$ cat config.mk
export PLATFORM = sky130hd
export DESIGN_NAME = gha_ram
export DESIGN_NICKNAME = d
export VERILOG_FILES = /design/src/design/gha_ram.sv
export SDC_FILE = /design/constraint.sdc
export NUM_CORES = 1
export LEC_CHECK = 0
export BUFFER_PORTS_ARGS = -buffer_cell sky130_fd_sc_hd__buf_2
export CAP_MARGIN = 40
export CORE_ASPECT_RATIO = 0.7
export CORE_MARGIN = 4
export CORE_UTILIZATION = 46
export DETAILED_ROUTE_END_ITERATION = 6
export SLEW_MARGIN = 10
export SYNTH_ARGS = -nofsm -noshare
export SYNTH_HDL_FRONTEND = slang
export SYNTH_SLANG_ARGS = --single-unit
$ cat constraint.sdc
create_clock -name clk -period 2.8 [get_ports clk]
set_input_delay 0.28 -clock clk [delete_from_list [all_inputs] [get_ports clk]]
set_output_delay 0.28 -clock clk [all_outputs]
set_load 0.005 [all_outputs]
$ cat src/design/gha_ram.sv
// ----------------------------------------------------------------------------
// gha_ram
// Generic simple dual-port RAM with one write port and a registered read.
// ----------------------------------------------------------------------------
module gha_ram #(
    parameter int WIDTH = 8,
    parameter int DEPTH = 16
) (
    input  logic                     clk,
    input  logic                     we,
    input  logic [$clog2(DEPTH)-1:0] waddr,
    input  logic [WIDTH-1:0]         wdata,
    input  logic                     re,
    input  logic [$clog2(DEPTH)-1:0] raddr,
    output logic [WIDTH-1:0]         rdata
);

    logic [WIDTH-1:0] mem [DEPTH];
    logic [WIDTH-1:0] rdata_reg;

    // Write port.
    always_ff @(posedge clk)
    begin
        if (we)
        begin
            mem[waddr] <= wdata;
        end
    end

    // Read port; the data holds until the next read.
    always_ff @(posedge clk)
    begin
        if (re)
        begin
            rdata_reg <= mem[raddr];
        end
    end

    assign rdata = rdata_reg;

endmodule

==> flow_metrics.py <==
metrics = {
    "pwr": {
        "power_density_nw_per_um2": 766,
        "p_leak_uw": 0.00210,
        "peakVddDrop_uv": 432,
    },
    "floorplanning": {
        "io_pins": 27,
        "core_area_um2": 11100,
        "start_util_pct": 47.3,
        "die-area_um2": 13200,
        "rows": 32,
        "die_width_um": 135,
        "die_h_um": 97.2,
    },
    "layout": {
        "post-route-util_pct": 56.0,
        "fin_area_um2": 6190,
        "num_antenna_cells": 0,
        "final_cell_mix": "edfxtp_1 (136), buf_2 (26), mux4_2 (18), clkbuf_16 (17)",
        "n_fill_cell": 863,
        "nNetsFinal": 300,
        "largest_reg_flops": 128,
        "drive_above_1_share_pct": 30.4,
        "syn_to_final_growth_pct": 18.5,
        "layout_commonest_cell": "edfxtp_1",
    },
    "detailed_routing": {
        "vias_per_cell": 5.42,
        "wirelength_um": 10300,
        "vias": 2417,
        "drtAntennaViolNets": 0,
        "drt-initial-drc-count": 232,
        "drc": 0,
        "firstDrtPassIters": 6,
        "wl_per_cell_um": 23.2,
    },
    "global_route": {
        "grt_pass1_wl_um": 16000,
        "grt-ovfl-total": 0,
        "first_global_vias": 2547,
        "grt_max_degree": 33,
        "antenna_found_initial": 0,
        "grt_use_total_pct": 17.4,
    },
    "flow_run": {
        "drv_cap": 0,
    },
    "setup_path": {
        "crit_end": "rdata[5]",
        "cp_max_fo": 1,
        "reg2reg_setup_slack_ns": 1.31,
        "crit_family": "multiplexers",
        "cp.depth": 3,
        "cp_slowest_stage_delay_ns": 0.51,
        "cp.required_ns": 2.95,
        "path_cells": "mux4_1 > a22oi_1 > nand2_1",
        "r2r-start": "mem[1][5]",
        "end_kind": "flop",
        "critPathSlowestCell": "mux4_1",
        "path_class": "flop to flop",
        "r2r_cells": 3,
        "startpoint": "mem[1][5]",
        "timing.rr.end": "rdata[5]",
        "startpoint_type": "flop",
        "critPathBufInv": 0,
        "cp.arrival_ns": 1.63,
    },
    "clock_network": {
        "clock_sinks": 136,
        "clk_pin_slew_ns": 0.05,
        "cts_inserted_buffers": 17,
        "postCtsResizedCells": 0,
        "root_buffer": "clkbuf_16",
        "postCtsHoldBufs": 0,
        "cts_max_level": 4,
        "post_cts_buffers": 0,
        "clock_latency_ns": 0.41,
        "cts_tree": "done",
        "clockBufferDepth": 2,
    },
    "synthesis": {
        "ys_ff_latch": 136,
        "synth_top_area_share_pct": 78.1,
        "synth_cell_type_count": 18,
        "yosysTopAreaCell": "edfxtp_1",
        "syn_inst": 229,
        "yosys_warnings": 0,
        "postSynthAreaPerCell_um2": 22.8,
        "syn_area_um2": 5230,
        "synth_nets": 248,
        "synth_area_leaders": "edfxtp_1 (78%), mux4_2 (7.8%), mux4_1 (7.0%)",
        "synth_seq_area_share_pct": 78.1,
    },
    "timing": {
        "finalHoldViolations": 0,
        "holdWs_ns": 0.252,
        "finalSetupTns_ns": 0,
        "fmax_mhz": 673,
        "finalWorstSetupSlack_ns": 1.31,
        "finalCriticalPeriod_ns": 1.49,
        "max-slew-margin-rel_pct": 47.2,
        "setup-violations-final": 0,
        "rsz0062_at_grt": "no",
        "fin_skew_ns": 0.00621,
        "period_share_pct": 53.1,
        "tightest_slew_ns": 0.790,
        "slew_violations": 0,
    },
    "outcome": {
        "status": "complete, no violations",
    },
    "placement": {
        "dpl_cell_area_um2": 5600,
        "dp_slack_ns": 0.867,
        "place.gp.congestion": 0.732,
        "io_buffers": 26,
        "hpwl_um": 6740,
    },
    "hold_path": {
        "hp-class": "input pin to flop",
    },
}
[per-stage QoR]
stage               power [uW]  std cells
floorplan                 2460        229
global placement          2560        412
detailed placement        2560        415
CTS                       4790        446
global route              4920        446
finish                    4740        446
[synth_stat cells, drive strengths merged]
| cell type | number |
|---|---|
| or3b | 1 |
| nor2 | 13 |
| a22oi | 16 |
| buf | 7 |
| mux4 | 32 |
| nand3b | 2 |
| clkdlybuf4s25 | 3 |
| nand2 | 9 |
| nand3 | 1 |
| and2b | 1 |
| nor2b | 1 |
| nand2b | 2 |
| nor3 | 4 |
| edfxtp | 136 |
| and2 | 1 |
[kinds of logic (layout without fill, tap and decap cells)]
family                 after synthesis  count (layout)  share of synthesized area [%]
buffers and inverters               10              74                           1.65
multiplexers                        32              32                           14.8
AND/OR/NAND/NOR                     35              35                           3.14
flip-flops                         136             136                           78.1
AO/OA/AOI/OAI                       16              16                           2.30
[routing by layer]
metal	vias to the layer above	share of wire [%]	track usage [%]
met4	0	0.75	4.73
met2	83	43	21.8
met1	1234	48	28.4
li1	1092	-	-
met3	8	8.9	6.42
met5	-	0	0
[report_power, final]
group | internal (uW) | total (uW) | leakage (uW) | switching [uW]
logic | 86.9 | 208 | 0.000568 | 121
registers | 2300 | 2310 | 0.00124 | 13.0
clock network | 1470 | 2230 | 0.000295 | 762
[worst min-delay path by stage]
stage	from	endpoint	cells after the start	slack [ns]
finish	re	rdata[0]	1	0.25
global route	re	rdata[7]	1	0.24
detailed placement	re	rdata[7]	1	0.67
global placement	re	rdata[7]	1	0.67
floorplan	wdata[0]	mem[0][0]	0	0.38
CTS	re	rdata[0]	1	0.24
[layout make-up]
type	count	area [um^2]	area share [%]
flip-flops and latches	136	4080	65.9
multi-input cells	83	1060	17.1
clock buffers	19	433	6.99
repair buffers	43	270	4.36
well taps	153	191	3.09
clock inverters	12	158	2.55
No activity file was read; power rests on OpenSTA's default activity.
