<file path="src/design/gha_pkg.sv">
// ----------------------------------------------------------------------------
// gha_pkg
// Shared types and constants for the generational handle allocator.
// ----------------------------------------------------------------------------
package gha_pkg;

    // Number of slots in the store.
    localparam int SLOT_COUNT = 1024;
    // Width of a slot index.
    localparam int IDX_W = $clog2(SLOT_COUNT);
    // Width of a count that can hold SLOT_COUNT itself.
    localparam int CNT_W = IDX_W + 1;
    // Width of a generation.
    localparam int GEN_W = 32;

    // Request kinds.
    localparam logic [1:0] KIND_ALLOC = 2'd0;
    localparam logic [1:0] KIND_FREE  = 2'd1;
    localparam logic [1:0] KIND_QUERY = 2'd2;

    // Result status codes.
    typedef enum logic [1:0] {
        ST_OK       = 2'd0,
        ST_INVALID  = 2'd1,
        ST_STALE    = 2'd2,
        ST_CAPACITY = 2'd3
    } status_t;

    // One slot entry as it sits in the slot memory.
    typedef struct packed {
        logic             alive;
        logic [CNT_W-1:0] link;
        logic [GEN_W-1:0] gen;
    } slot_entry_t;

    localparam int ENTRY_W = $bits(slot_entry_t);

    // Command bundle from the core to the slot memory.
    typedef struct packed {
        logic             re;
        logic [IDX_W-1:0] raddr;
        logic             we;
        logic [IDX_W-1:0] waddr;
        slot_entry_t      wdata;
    } ram_cmd_t;

    // One result item.
    typedef struct packed {
        status_t          status;
        logic [IDX_W-1:0] slot_index;
        logic [GEN_W-1:0] generation;
        logic             alive;
        logic [CNT_W-1:0] live_count;
        logic [CNT_W-1:0] used_slots;
        logic [CNT_W-1:0] free_slots;
    } rsp_t;

endpackage

</file>
<file path="src/design/gha_req_if.sv">
// ----------------------------------------------------------------------------
// gha_req_if
// Request channel: valid, ready and one request item.
// ----------------------------------------------------------------------------
interface gha_req_if;

    logic                      valid;
    logic                      ready;
    logic [1:0]                kind;
    logic [gha_pkg::IDX_W-1:0] slot_index;
    logic [gha_pkg::GEN_W-1:0] generation;

    modport source (output valid, kind, slot_index, generation, input ready);
    modport sink   (input valid, kind, slot_index, generation, output ready);

endinterface

</file>
<file path="src/design/gha_core.sv">
// ----------------------------------------------------------------------------
// gha_core
// Request sequencer: reads the slot entry, decides the result, writes the
// entry back and keeps the free-list head and the slot counters.
// ----------------------------------------------------------------------------
module gha_core (
    input  logic                 clk,
    input  logic                 rst_n,
    gha_req_if.sink              req,
    input  gha_pkg::slot_entry_t ram_rdata,
    output gha_pkg::ram_cmd_t    ram_cmd,
    input  logic                 rsp_free,
    output logic                 rsp_load,
    output gha_pkg::rsp_t        rsp_data
);

    typedef enum logic [1:0] {
        S_IDLE = 2'b01,
        S_EXEC = 2'b10
    } state_t;

    state_t                    state_reg, state_next;
    logic [1:0]                kind_reg;
    logic [gha_pkg::IDX_W-1:0] idx_reg;
    logic [gha_pkg::GEN_W-1:0] gen_reg;
    logic [gha_pkg::CNT_W-1:0] free_head_reg, free_head_next;
    logic [gha_pkg::CNT_W-1:0] high_water_reg, high_water_next;
    logic [gha_pkg::CNT_W-1:0] live_total_reg, live_total_next;
    logic [gha_pkg::CNT_W-1:0] free_total_reg, free_total_next;

    logic                      req_fire;
    logic                      commit;
    logic                      null_handle;
    logic                      idx_used;
    logic                      gen_match;
    logic                      list_pop;
    logic [gha_pkg::GEN_W-1:0] gen_bumped;

    assign req.ready = (state_reg == S_IDLE);
    assign req_fire  = req.valid && req.ready;
    assign commit    = (state_reg == S_EXEC) && rsp_free;
    assign rsp_load  = commit;

    // State sequencing: S_IDLE takes an item and issues its read, S_EXEC finishes it once the result register is free.
    always_comb
    begin
        state_next = state_reg;
        unique case (state_reg)
            S_IDLE:
            begin
                if (req_fire)
                begin
                    state_next = S_EXEC;
                end
            end
            S_EXEC:
            begin
                if (commit)
                begin
                    state_next = S_IDLE;
                end
            end
            default:
            begin
                state_next = S_IDLE;
            end
        endcase
    end

    always_ff @(posedge clk or negedge rst_n)
    begin
        if (!rst_n)
        begin
            state_reg      <= S_IDLE;
            free_head_reg  <= gha_pkg::CNT_W'(gha_pkg::SLOT_COUNT);
            high_water_reg <= '0;
            live_total_reg <= '0;
            free_total_reg <= '0;
        end
        else
        begin
            state_reg      <= state_next;
            free_head_reg  <= free_head_next;
            high_water_reg <= high_water_next;
            live_total_reg <= live_total_next;
            free_total_reg <= free_total_next;
        end
    end

    // Request capture.
    always_ff @(posedge clk)
    begin
        if (req_fire)
        begin
            kind_reg <= req.kind;
            idx_reg  <= req.slot_index;
            gen_reg  <= req.generation;
        end
    end

    // Decode of the request against the entry read back.
    assign null_handle = (idx_reg == '0) && (gen_reg == '0);
    assign idx_used    = ({1'b0, idx_reg} < high_water_reg);
    assign gen_match   = ram_rdata.alive && (ram_rdata.gen == gen_reg);
    assign list_pop    = (free_total_reg != '0) &&
                         (free_head_reg < gha_pkg::CNT_W'(gha_pkg::SLOT_COUNT));
    assign gen_bumped  = ((ram_rdata.gen + 1'b1) == '0) ? gha_pkg::GEN_W'(1)
                                                        : ram_rdata.gen + 1'b1;

    // Read issue, result, write-back and counter updates, applied on commit.
    always_comb
    begin
        // An allocate reads the free-list head, others their slot.
        ram_cmd.re = req_fire;
        if (req.kind == gha_pkg::KIND_ALLOC)
        begin
            ram_cmd.raddr = free_head_reg[gha_pkg::IDX_W-1:0];
        end
        else
        begin
            ram_cmd.raddr = req.slot_index;
        end

        free_head_next  = free_head_reg;
        high_water_next = high_water_reg;
        live_total_next = live_total_reg;
        free_total_next = free_total_reg;
        ram_cmd.we      = 1'b0;
        ram_cmd.waddr   = idx_reg;
        ram_cmd.wdata   = ram_rdata;
        rsp_data.status     = gha_pkg::ST_OK;
        rsp_data.slot_index = '0;
        rsp_data.generation = '0;
        rsp_data.alive      = 1'b0;

        case (kind_reg)
            gha_pkg::KIND_ALLOC:
            begin
                if (list_pop)
                begin
                    ram_cmd.we          = commit;
                    ram_cmd.waddr       = free_head_reg[gha_pkg::IDX_W-1:0];
                    ram_cmd.wdata.alive = 1'b1;
                    ram_cmd.wdata.link  = gha_pkg::CNT_W'(gha_pkg::SLOT_COUNT);
                    ram_cmd.wdata.gen   = ram_rdata.gen;
                    free_head_next      = ram_rdata.link;
                    free_total_next     = free_total_reg - 1'b1;
                    live_total_next     = live_total_reg + 1'b1;
                    rsp_data.slot_index = free_head_reg[gha_pkg::IDX_W-1:0];
                    rsp_data.generation = ram_rdata.gen;
                end
                else if (high_water_reg >= gha_pkg::CNT_W'(gha_pkg::SLOT_COUNT))
                begin
                    rsp_data.status = gha_pkg::ST_CAPACITY;
                end
                else
                begin
                    ram_cmd.we          = commit;
                    ram_cmd.waddr       = high_water_reg[gha_pkg::IDX_W-1:0];
                    ram_cmd.wdata.alive = 1'b1;
                    ram_cmd.wdata.link  = gha_pkg::CNT_W'(gha_pkg::SLOT_COUNT);
                    ram_cmd.wdata.gen   = gha_pkg::GEN_W'(1);
                    high_water_next     = high_water_reg + 1'b1;
                    live_total_next     = live_total_reg + 1'b1;
                    rsp_data.slot_index = high_water_reg[gha_pkg::IDX_W-1:0];
                    rsp_data.generation = gha_pkg::GEN_W'(1);
                end
            end
            gha_pkg::KIND_FREE:
            begin
                if (null_handle)
                begin
                    rsp_data.status = gha_pkg::ST_INVALID;
                end
                else if (!idx_used || !gen_match)
                begin
                    rsp_data.status = gha_pkg::ST_STALE;
                end
                else
                begin
                    ram_cmd.we          = commit;
                    ram_cmd.wdata.alive = 1'b0;
                    ram_cmd.wdata.link  = free_head_reg;
                    ram_cmd.wdata.gen   = gen_bumped;
                    free_head_next      = {1'b0, idx_reg};
                    free_total_next     = free_total_reg + 1'b1;
                    if (live_total_reg != '0)
                    begin
                        live_total_next = live_total_reg - 1'b1;
                    end
                end
            end
            gha_pkg::KIND_QUERY:
            begin
                if (null_handle)
                begin
                    rsp_data.status = gha_pkg::ST_INVALID;
                end
                else
                begin
                    rsp_data.alive = idx_used && gen_match;
                end
            end
            default:
            begin
                rsp_data.status = gha_pkg::ST_INVALID;
            end
        endcase

        // Counters move only when the item is handed to the output stage.
        if (!commit)
        begin
            free_head_next  = free_head_reg;
            high_water_next = high_water_reg;
            live_total_next = live_total_reg;
            free_total_next = free_total_reg;
        end

        rsp_data.live_count = live_total_next;
        rsp_data.used_slots = high_water_next;
        rsp_data.free_slots = free_total_next;
    end

`ifndef SYNTHESIS
    // Every slot ever handed out is either live or on the free list.
    assert property (@(posedge clk) disable iff (!rst_n)
        live_total_reg + free_total_reg == high_water_reg)
        else $error("live and free counts do not add up to the high-water mark");

    // The free-list head is the empty sentinel exactly when the list is empty.
    assert property (@(posedge clk) disable iff (!rst_n)
        (free_total_reg == '0) ==
        (free_head_reg == gha_pkg::CNT_W'(gha_pkg::SLOT_COUNT)))
        else $error("free-list head disagrees with the free count");

    // The high-water mark never passes the store size.
    assert property (@(posedge clk) disable iff (!rst_n)
        high_water_reg <= gha_pkg::CNT_W'(gha_pkg::SLOT_COUNT))
        else $error("high-water mark beyond the store size");

    // An accepted item is always followed by its execute cycle.
    assert property (@(posedge clk) disable iff (!rst_n)
        req_fire |=> (state_reg == S_EXEC))
        else $error("accepted item did not enter execution");

    // The slot memory is written only in the cycle an item commits.
    assert property (@(posedge clk) disable iff (!rst_n)
        ram_cmd.we |-> commit)
        else $error("slot memory written outside a commit");
`endif

endmodule

</file>
<file path="src/flat_wrapper.sv">
// flat-port wrapper written by rule: the top's interface ports become plain ports
module gha_core_flat 
  (clk, rst_n, ram_rdata, ram_cmd, rsp_free, rsp_load, rsp_data, req_valid, req_kind, req_slot_index, req_generation, req_ready);
  gha_req_if req_i ();
  input  logic clk;
  input  logic rst_n;
  input  gha_pkg::slot_entry_t ram_rdata;
  output gha_pkg::ram_cmd_t ram_cmd;
  input  logic rsp_free;
  output logic rsp_load;
  output gha_pkg::rsp_t rsp_data;
  input wire logic [$bits(req_i.valid)-1:0] req_valid;
  input wire logic [$bits(req_i.kind)-1:0] req_kind;
  input wire logic [$bits(req_i.slot_index)-1:0] req_slot_index;
  input wire logic [$bits(req_i.generation)-1:0] req_generation;
  output wire logic [$bits(req_i.ready)-1:0] req_ready;
  assign req_i.valid = req_valid;
  assign req_i.kind = req_kind;
  assign req_i.slot_index = req_slot_index;
  assign req_i.generation = req_generation;
  assign req_ready = req_i.ready;
  gha_core u_core (.clk(clk), .rst_n(rst_n), .req(req_i), .ram_rdata(ram_rdata), .ram_cmd(ram_cmd), .rsp_free(rsp_free), .rsp_load(rsp_load), .rsp_data(rsp_data));
endmodule
</file>
<file path="config.mk">
export PLATFORM = sky130hd
export DESIGN_NAME = gha_core_flat
export DESIGN_NICKNAME = d
export VERILOG_FILES = /design/src/design/gha_pkg.sv /design/src/design/gha_req_if.sv /design/src/design/gha_core.sv /design/src/flat_wrapper.sv
export SDC_FILE = /design/constraint.sdc
export NUM_CORES = 1
export LEC_CHECK = 0
export BUFFER_PORTS_ARGS = -buffer_cell sky130_fd_sc_hd__buf_2
export CELL_PAD_IN_SITES_DETAIL_PLACEMENT = 1
export CELL_PAD_IN_SITES_GLOBAL_PLACEMENT = 2
export CORE_MARGIN = 2
export CORE_UTILIZATION = 27
export CTS_BUF_LIST = sky130_fd_sc_hd__clkbuf_4
export CTS_CLUSTER_DIAMETER = 150
export DETAILED_ROUTE_END_ITERATION = 7
export PLACE_DENSITY = 0.88
export SKIP_CTS_REPAIR_TIMING = 1
export SYNTH_ARGS = -nofsm -noshare
export SYNTH_HDL_FRONTEND = slang
export SYNTH_SLANG_ARGS = --single-unit
export TNS_END_PERCENT = 20
</file>
<file path="constraint.sdc">
create_clock -name clk -period 2.7 [get_ports clk]
set_input_delay 0.405 -clock clk [delete_from_list [all_inputs] [get_ports clk]]
set_output_delay 0.405 -clock clk [all_outputs]
set_load 0.05 [all_outputs]
</file>
==> results of run 1 <==
-- metrics by stage --
step	area [µm²]	setup TNS [ns]	util (%)
4_1_cts	11600	-108.95	43.2
3_5_place_dp	11500	-47.22	42.6
5_1_grt	13700	-105.87	50.9
6_report	13700	-87.62	50.9
2_1_floorplan	8160	-12.72	-
3_3_place_gp	11500	-45.38	42.6
-- metal layers --
layer | vias to the layer above | share of wire, % | global-route usage, % | wire length [µm]
met4 | 2 | 2.8 | 6.99 | 1110
li1 | 4157 | - | - | -
met5 | - | 0.033 | 0 | 13
met2 | 317 | 50 | 39.4 | 19600
met1 | 4616 | 42 | 31.2 | 16600
met3 | 71 | 4.7 | 3.17 | 1850
-- path summary, 6_finish.rpt --
check	to	slack [ns]	depth (start not counted)
worst max-delay path	rsp_data[9]	-1.09	13
worst min-delay path	u_core.gen_reg[30]	0.06	1
worst max register to register	u_core.live_total_reg[2]	-0.11	11
worst min register to register	u_core.live_total_reg[10]	0.61	1
max in group asynchronous	u_core.free_head_reg[10]	1.65	3
min in group asynchronous	u_core.high_water_reg[5]	0.32	2
-- kinds of logic (layout without fill, tap and decap cells) --
group           count (synthesis)  in the layout  synth area share, %
simple gates                  435            435                 31.3
flops                          90             90                 33.4
buf+inv                        99            571                 5.98
fa+ha+maj                      17             17                 2.87
xor+xnor                       69             69                 8.66
other cells                     0              4                    0
mux                            26             26                 3.70
compound gates                152            152                 14.0
-- report_power, final --
| part | total (mW) | internal (mW) | switching, mW |
|---|---|---|---|
| logic | 4.80 | 1.90 | 2.90 |
| registers | 2.08 | 1.74 | 0.339 |
| clock network | 0.911 | 0.308 | 0.603 |
-- worst reg2reg max path: stages (launching register included) --
cell	delay (ns)
edfxtp_1	0.49
xnor2_2	0.22
nand4_1	0.23
nor4_4	0.38
nand3_4	0.14
buf_12	0.15
a2111oi_4	0.32
buf_6	0.20
nand3_4	0.08
a21oi_4	0.24
xor2_4	0.18
buf_4	0.13
-- cells in the final DEF, fill, tap and decap left out, types with 7 or more instances in the layout --
master	netlist	routed
nor3_1	22	16
and2_1	7	7
nor2_1	59	55
buf_8	0	16
buf_4	9	236
buf_6	1	90
buf_12	0	33
nand2_4	0	15
nand3_2	4	21
a22o_4	0	8
mux2i_1	15	15
xor2_4	0	7
a21oi_1	29	15
o21ai_0	52	21
nor4_1	21	18
nand4_1	40	40
and3_1	51	46
o21ai_2	2	9
clkbuf_4	0	10
xnor2_2	5	21
mux2_2	11	11
ha_1	17	15
dfrtp_1	44	42
edfxtp_1	44	44
a21oi_2	0	8
inv_1	32	28
nand3_1	60	38
nand2_2	0	17
buf_2	23	140
nor4_4	4	7
xnor2_1	48	29
o21ai_4	0	21
nand2_1	127	94
-- layout make-up --
cell class                 count  area (µm²)
antenna                        4        10.0
clock buffer                   9        67.6
clock inverter                 7        95.1
fill                        3023       13200
inverter                      32         124
multi-input combinational    699        5960
sequential                    90        2480
tap                          341         427
timing repair buffer         523        4550
==> flow_summary_export.csv, run 1 <==
group,metric,value,unit
status,status,"finished with violations",
status,violations,"setup timing",
pwr,cellPowerDensity,568,mW/mm²
setup_path,cp_slowest_cell,"edfxtp_1",
setup_path,path_class,"reg -> out",
hold_path,min_from,"req_generation[30]",
floorplanning,die_w,170,µm
hold_path,hold_class,"in -> reg",
pwr,peakVddDrop,0.315,mV
synth,synth_commonest_cells,"nand2_1 (127), nand3_1 (60), nor2_1 (59)",
floorplanning,die_y,170,µm
synth,synth_top_area_share,17.8,%
global_routing,grt_usage,23.4,%
route,wl,39200,µm
synth,synth_edf_count,44,
placement,port_buffers,237,
synth,ys_types,75,
setup_path,max_stage_delay,0.49,ns
timing,finalCritPeriodShare,140,%
route,vias,9163,
timing,slew_headroom,53.1,%
route,wl_per_cell,23.0,µm
floorplanning,dieArea,0.0288,mm²
synth,synth_flop_cell,"edfxtp_1",
pwr,totalPowerFinal,7.79,mW
final_layout,area_delta_synth_final,85.1,%
timing,layout_setup_ws,-1.09,ns
setup_path,endpoint_kind,"output pin",
global_routing,antenna_found_initial,5,
route,drtAntennaViolNets,0,
setup_path,cpMostUsedCell,"buf_6",
floorplanning,rows,60,
setup_path,critPathLaunchType,"flip-flop",
floorplanning,ios,238,
global_routing,grt_pass1_wl,51800,µm
floorplanning,core,0.0270,mm²
synth,yosysMostFrequentCell,"nand2_1",
timing,final-setup-viol-count,143,
setup_path,cp_top_family,"simple AND/OR/NAND/NOR gates",
global_routing,grt_overflow,0,
setup_path,cp_max_fo,4,
setup_path,crit_chain,"xnor2_2 > nand4_1 > nor4_4 > nand3_4 > buf_12 > a211oi_4 > buf_6 > buf_6 > buf_6 > nand4_1 > o32ai_4 > xor2_4 > buf_12",
final_layout,nets,1464,
synth,ys_seq_elements,90,
run,max_cap_violations,0,
timing,finClkSkew,0.0224,ns
synth,synthTopCellsByArea,"edfxtp_1 (18%), dfrtp_1 (15%), nand2_1 (6.4%), xnor2_1 (5.7%), and3_1 (4.3%)",
final_layout,drive_above_1_share,56.0,%
global_routing,grt_pass1_vias,8950,
clocking,clk_path_buf_depth,2,
setup_path,critPathArrivalTime,3.38,ns
placement,placed_cells,1629,
timing,hold_viol_final,0,
synth,async_flop_share,51.1,%
placement,pre_cts_ws,-0.678,ns
setup_path,reg2reg_from,"u_core.gen_reg[7]",
synth,synth_area_leader_cell,"edfxtp_1",
clocking,cts-root-buf,"clkbuf_4",
route,drt-pass1-iter-count,5,
placement,dp_hpwl,28000,µm
timing,finalMaxSlewViolations,0,
final_layout,fin_cells,1705,
route,viasPerCell,5.37,
synth,synth_cells,888,
clocking,htreeDepth,3,
clocking,clk_latency,0.50,ns
pwr,p_leak,6.27,nW
clocking,clk_pin_slew,0.18,ns
clocking,cts_num_sinks,90,
synth,netlist_area,0.00741,mm²
synth,ys.warnings.count,0,
synth,yosysSeqAreaShare,33.4,%
setup_path,crit_buf_inv,5,
synth,syn_avg_cell_area,8.34,µm²
route,drc,0,
timing,finalCriticalPeriod,3.79,ns
timing,rsz0062_at_grt,"true",
synth,syn_nets,997,
setup_path,required,2.30,ns
clocking,numCtsBuffers,9,
setup_path,startpoint,"u_core.gen_reg[7]",
timing,fmax,264,MHz
final_layout,largest_reg_flops,32,
route,drt_iter0_drc,488,
timing,tightest_slew,0.698,ns
clocking,cts_tree,"done",
placement,place_congestion,0.909,
floorplanning,initial_core_util,27.5,%
timing,hold-worst-slack,0.0570,ns
global_routing,grt_max_degree,35,
(Power assumes the default switching activity.)
==> inputs of run 2 (changes only) <==
--- a/config.mk
+++ b/config.mk
@@ -13,8 +13,9 @@
 export CTS_BUF_LIST = sky130_fd_sc_hd__clkbuf_4
 export CTS_CLUSTER_DIAMETER = 150
 export DETAILED_ROUTE_END_ITERATION = 7
-export PLACE_DENSITY = 0.88
+export PLACE_DENSITY = 0.78
 export SKIP_CTS_REPAIR_TIMING = 1
+export SLEW_MARGIN = 25
 export SYNTH_ARGS = -nofsm -noshare
 export SYNTH_HDL_FRONTEND = slang
 export SYNTH_SLANG_ARGS = --single-unit
==> constraint.sdc (replaced) <==
create_clock -name clk -period 2.7 [get_ports clk]
set_input_delay 0 -clock clk [delete_from_list [all_inputs] [get_ports clk]]
set_output_delay 0 -clock clk [all_outputs]
set_load 0.05 [all_outputs]
==> run 2 against run 1 <==
  * The run still ends with setup timing left
  * Wire length shrank 11%
  * Core utilization is 4.3 points lower
  * Maximum frequency increased by 19%
  * Die area stayed put
  * Power decreased by 8.5%
==> flow_summary_export.csv, run 2 (synthesis gave the netlist of run 1 again) <==
group,metric,value,unit
setup_path,cp_max_fo,5,
timing,tightest_slew,0.673,ns
clocking,clk_latency,0.50,ns
setup_path,r2r_cells,11,
pwr,netSwitchingPower,3.57,mW
pwr,totalPowerFinal,7.12,mW
final_layout,final_area,0.0126,mm²
placement,port_buffers,237,
route,wl,35000,µm
floorplanning,die_y,170,µm
timing,rsz0062_at_grt,"true",
global_routing,grt_overflow,0,
floorplanning,rows,60,
floorplanning,ios,238,
clocking,htreeDepth,3,
final_layout,layout_commonest_cell,"buf_2",
clocking,cts_num_sinks,90,
clocking,clk_path_buf_depth,2,
hold_path,hold_class,"in -> async",
timing,finClkSkew,0.0269,ns
route,wl_per_cell,21.4,µm
final_layout,nets,1395,
global_routing,antenna_found_initial,3,
route,drt-pass1-iter-count,5,
status,status,"finished with violations",
run,max_cap_violations,0,
timing,finalMaxSlewViolations,0,
timing,final-setup-viol-count,83,
placement,place_congestion,0.890,
floorplanning,initial_core_util,27.5,%
clocking,numCtsBuffers,9,
global_routing,grt_pass1_vias,8266,
pwr,clockPowerShare,11.4,%
setup_path,cp_slowest_cell,"edfxtp_1",
pwr,combinationalPowerShare,59.8,%
clocking,cts_tree,"done",
floorplanning,die_w,170,µm
pwr,cellPowerDensity,567,mW/mm²
route,viasPerCell,5.24,
setup_path,ff2ff_setup_slack,0.10,ns
setup_path,startpoint,"u_core.gen_reg[6]",
route,drc,0,
route,vias,8569,
clocking,clk_pin_slew,0.18,ns
clocking,cts-root-buf,"clkbuf_4",
timing,hold_viol_final,0,
setup_path,reg2reg_from,"u_core.gen_reg[6]",
pwr,power_frac_seq,28.7,%
pwr,peakVddDrop,0.252,mV
timing,slew_headroom,54.9,%
setup_path,path_class,"reg -> out",
final_layout,largest_reg_flops,32,
placement,dpl_cell_area,0.0103,mm²
final_layout,area_delta_synth_final,69.5,%
global_routing,grt_pass1_wl,49000,µm
placement,dp_hpwl,25500,µm
status,violations,"setup timing",
placement,pre_cts_ws,-0.149,ns
setup_path,crit_chain,"xnor2_1 > nand4_1 > nor4_4 > nand3_4 > buf_4 > a211oi_4 > buf_6 > nand4_1 > a21oi_1 > buf_4 > xor2_4 > buf_12",
timing,finalCriticalPeriod,3.19,ns
pwr,p_leak,5.62,nW
floorplanning,dieArea,0.0288,mm²
setup_path,endpoint_kind,"output pin",
floorplanning,core,0.0270,mm²
global_routing,grt_usage,22.1,%
timing,fmax,314,MHz
setup_path,critPathArrivalTime,3.19,ns
setup_path,critPathLaunchType,"flip-flop",
pwr,power.internal,3.56,mW
route,drt_iter0_drc,407,
setup_path,required,2.70,ns
global_routing,grt_max_degree,34,
route,drtAntennaViolNets,0,
timing,layout_setup_ws,-0.488,ns
setup_path,max_stage_delay,0.46,ns
final_layout,drive_above_1_share,46.0,%
timing,finalCritPeriodShare,118,%
setup_path,crit_buf_inv,4,
final_layout,num-fill-cells,3047,
setup_path,cp_top_family,"simple AND/OR/NAND/NOR gates",
setup_path,regToRegEndpoint,"u_core.live_total_reg[4]",
pwr,switching_share,50.1,%
final_layout,mostFrequentLayoutCells,"buf_2 (139), buf_4 (135), nand2_1 (105)",
## run 2: changes by cell type in the layout (fill, tap and decap cells not counted), sizes merged
cell | before | now
dlygate4sd3 | 1 | 58
diode | 4 | 3
bufinv | 1 | 0
buf | 515 | 382
inv | 34 | 35
clkbuf | 16 | 23
clkinv | 1 | 4
clkinvlp | 3 | 0
## run 2: worst max path at each step
stage,end,slack [ns],cells past startpoint
finish,rsp_data[26],-0.49,12
global route,rsp_data[26],-0.70,12
CTS,rsp_data[3],-0.77,12
global placement,rsp_data[3],-0.11,12
floorplan,ram_cmd[40],-0.29,9
detailed placement,u_core.free_head_reg[6],-0.15,12
## run 2: stage by stage
stage	std cells	setup TNS [ns]	util (%)	hold slack, ns
4_1_cts	1552	-55.44	38.9	-0.522
5_1_grt	1635	-39.44	46.6	0.0453
3_3_place_gp	1536	-1.19	38.4	0.0353
2_1_floorplan	888	-4.95	-	-0.296
6_report	1635	-23.61	46.6	0.0135
3_5_place_dp	1536	-2.91	38.4	0.0400
## run 2: cell type report
class / instances / area, µm² / share of cell area (%)
multi-input cells: 699 / 5440 / 43.3
repair buffers: 454 / 3940 / 31.4
flip-flops and latches: 90 / 2480 / 19.7
well taps: 341 / 427 / 3.40
inverters: 32 / 120 / 0.957
clock inverters: 7 / 76.3 / 0.608
clock buffers: 9 / 67.6 / 0.538
diodes: 3 / 7.51 / 0.0598
## run 2: routing by layer
layer / GRT usage (%) / up-vias / wire, µm / share of wire (%)
li1: - / 4022 / - / -
met1: 30.1 / 4245 / 15700 / 45
met2: 37.0 / 249 / 17000 / 49
met3: 2.78 / 53 / 1430 / 4.1
met4: 5.83 / 0 / 832 / 2.4
met5: 0 / - / 0 / 0
## run 2: power groups by stage
| stage | registers [mW] | logic [mW] | clock network [mW] |
|---|---|---|---|
| CTS | 2.01 | 3.63 | 0.844 |
| finish | 2.05 | 4.26 | 0.815 |
| global placement | 2.03 | 3.57 | 0 |
| detailed placement | 2.04 | 3.62 | 0 |
| global route | 2.08 | 4.52 | 0.896 |
| floorplan | 1.98 | 2.41 | 0 |
## run 2: worst reg2reg max path: stages, from the launching register on
cell and delay [ns]:
edfxtp_1 0.46, xnor2_1 0.28, nand4_1 0.21, nor4_4 0.29
nand3_4 0.16, buf_4 0.18, a211oi_4 0.20, buf_6 0.17
nand4_1 0.10, a21oi_1 0.15, buf_4 0.15, xor2_4 0.17
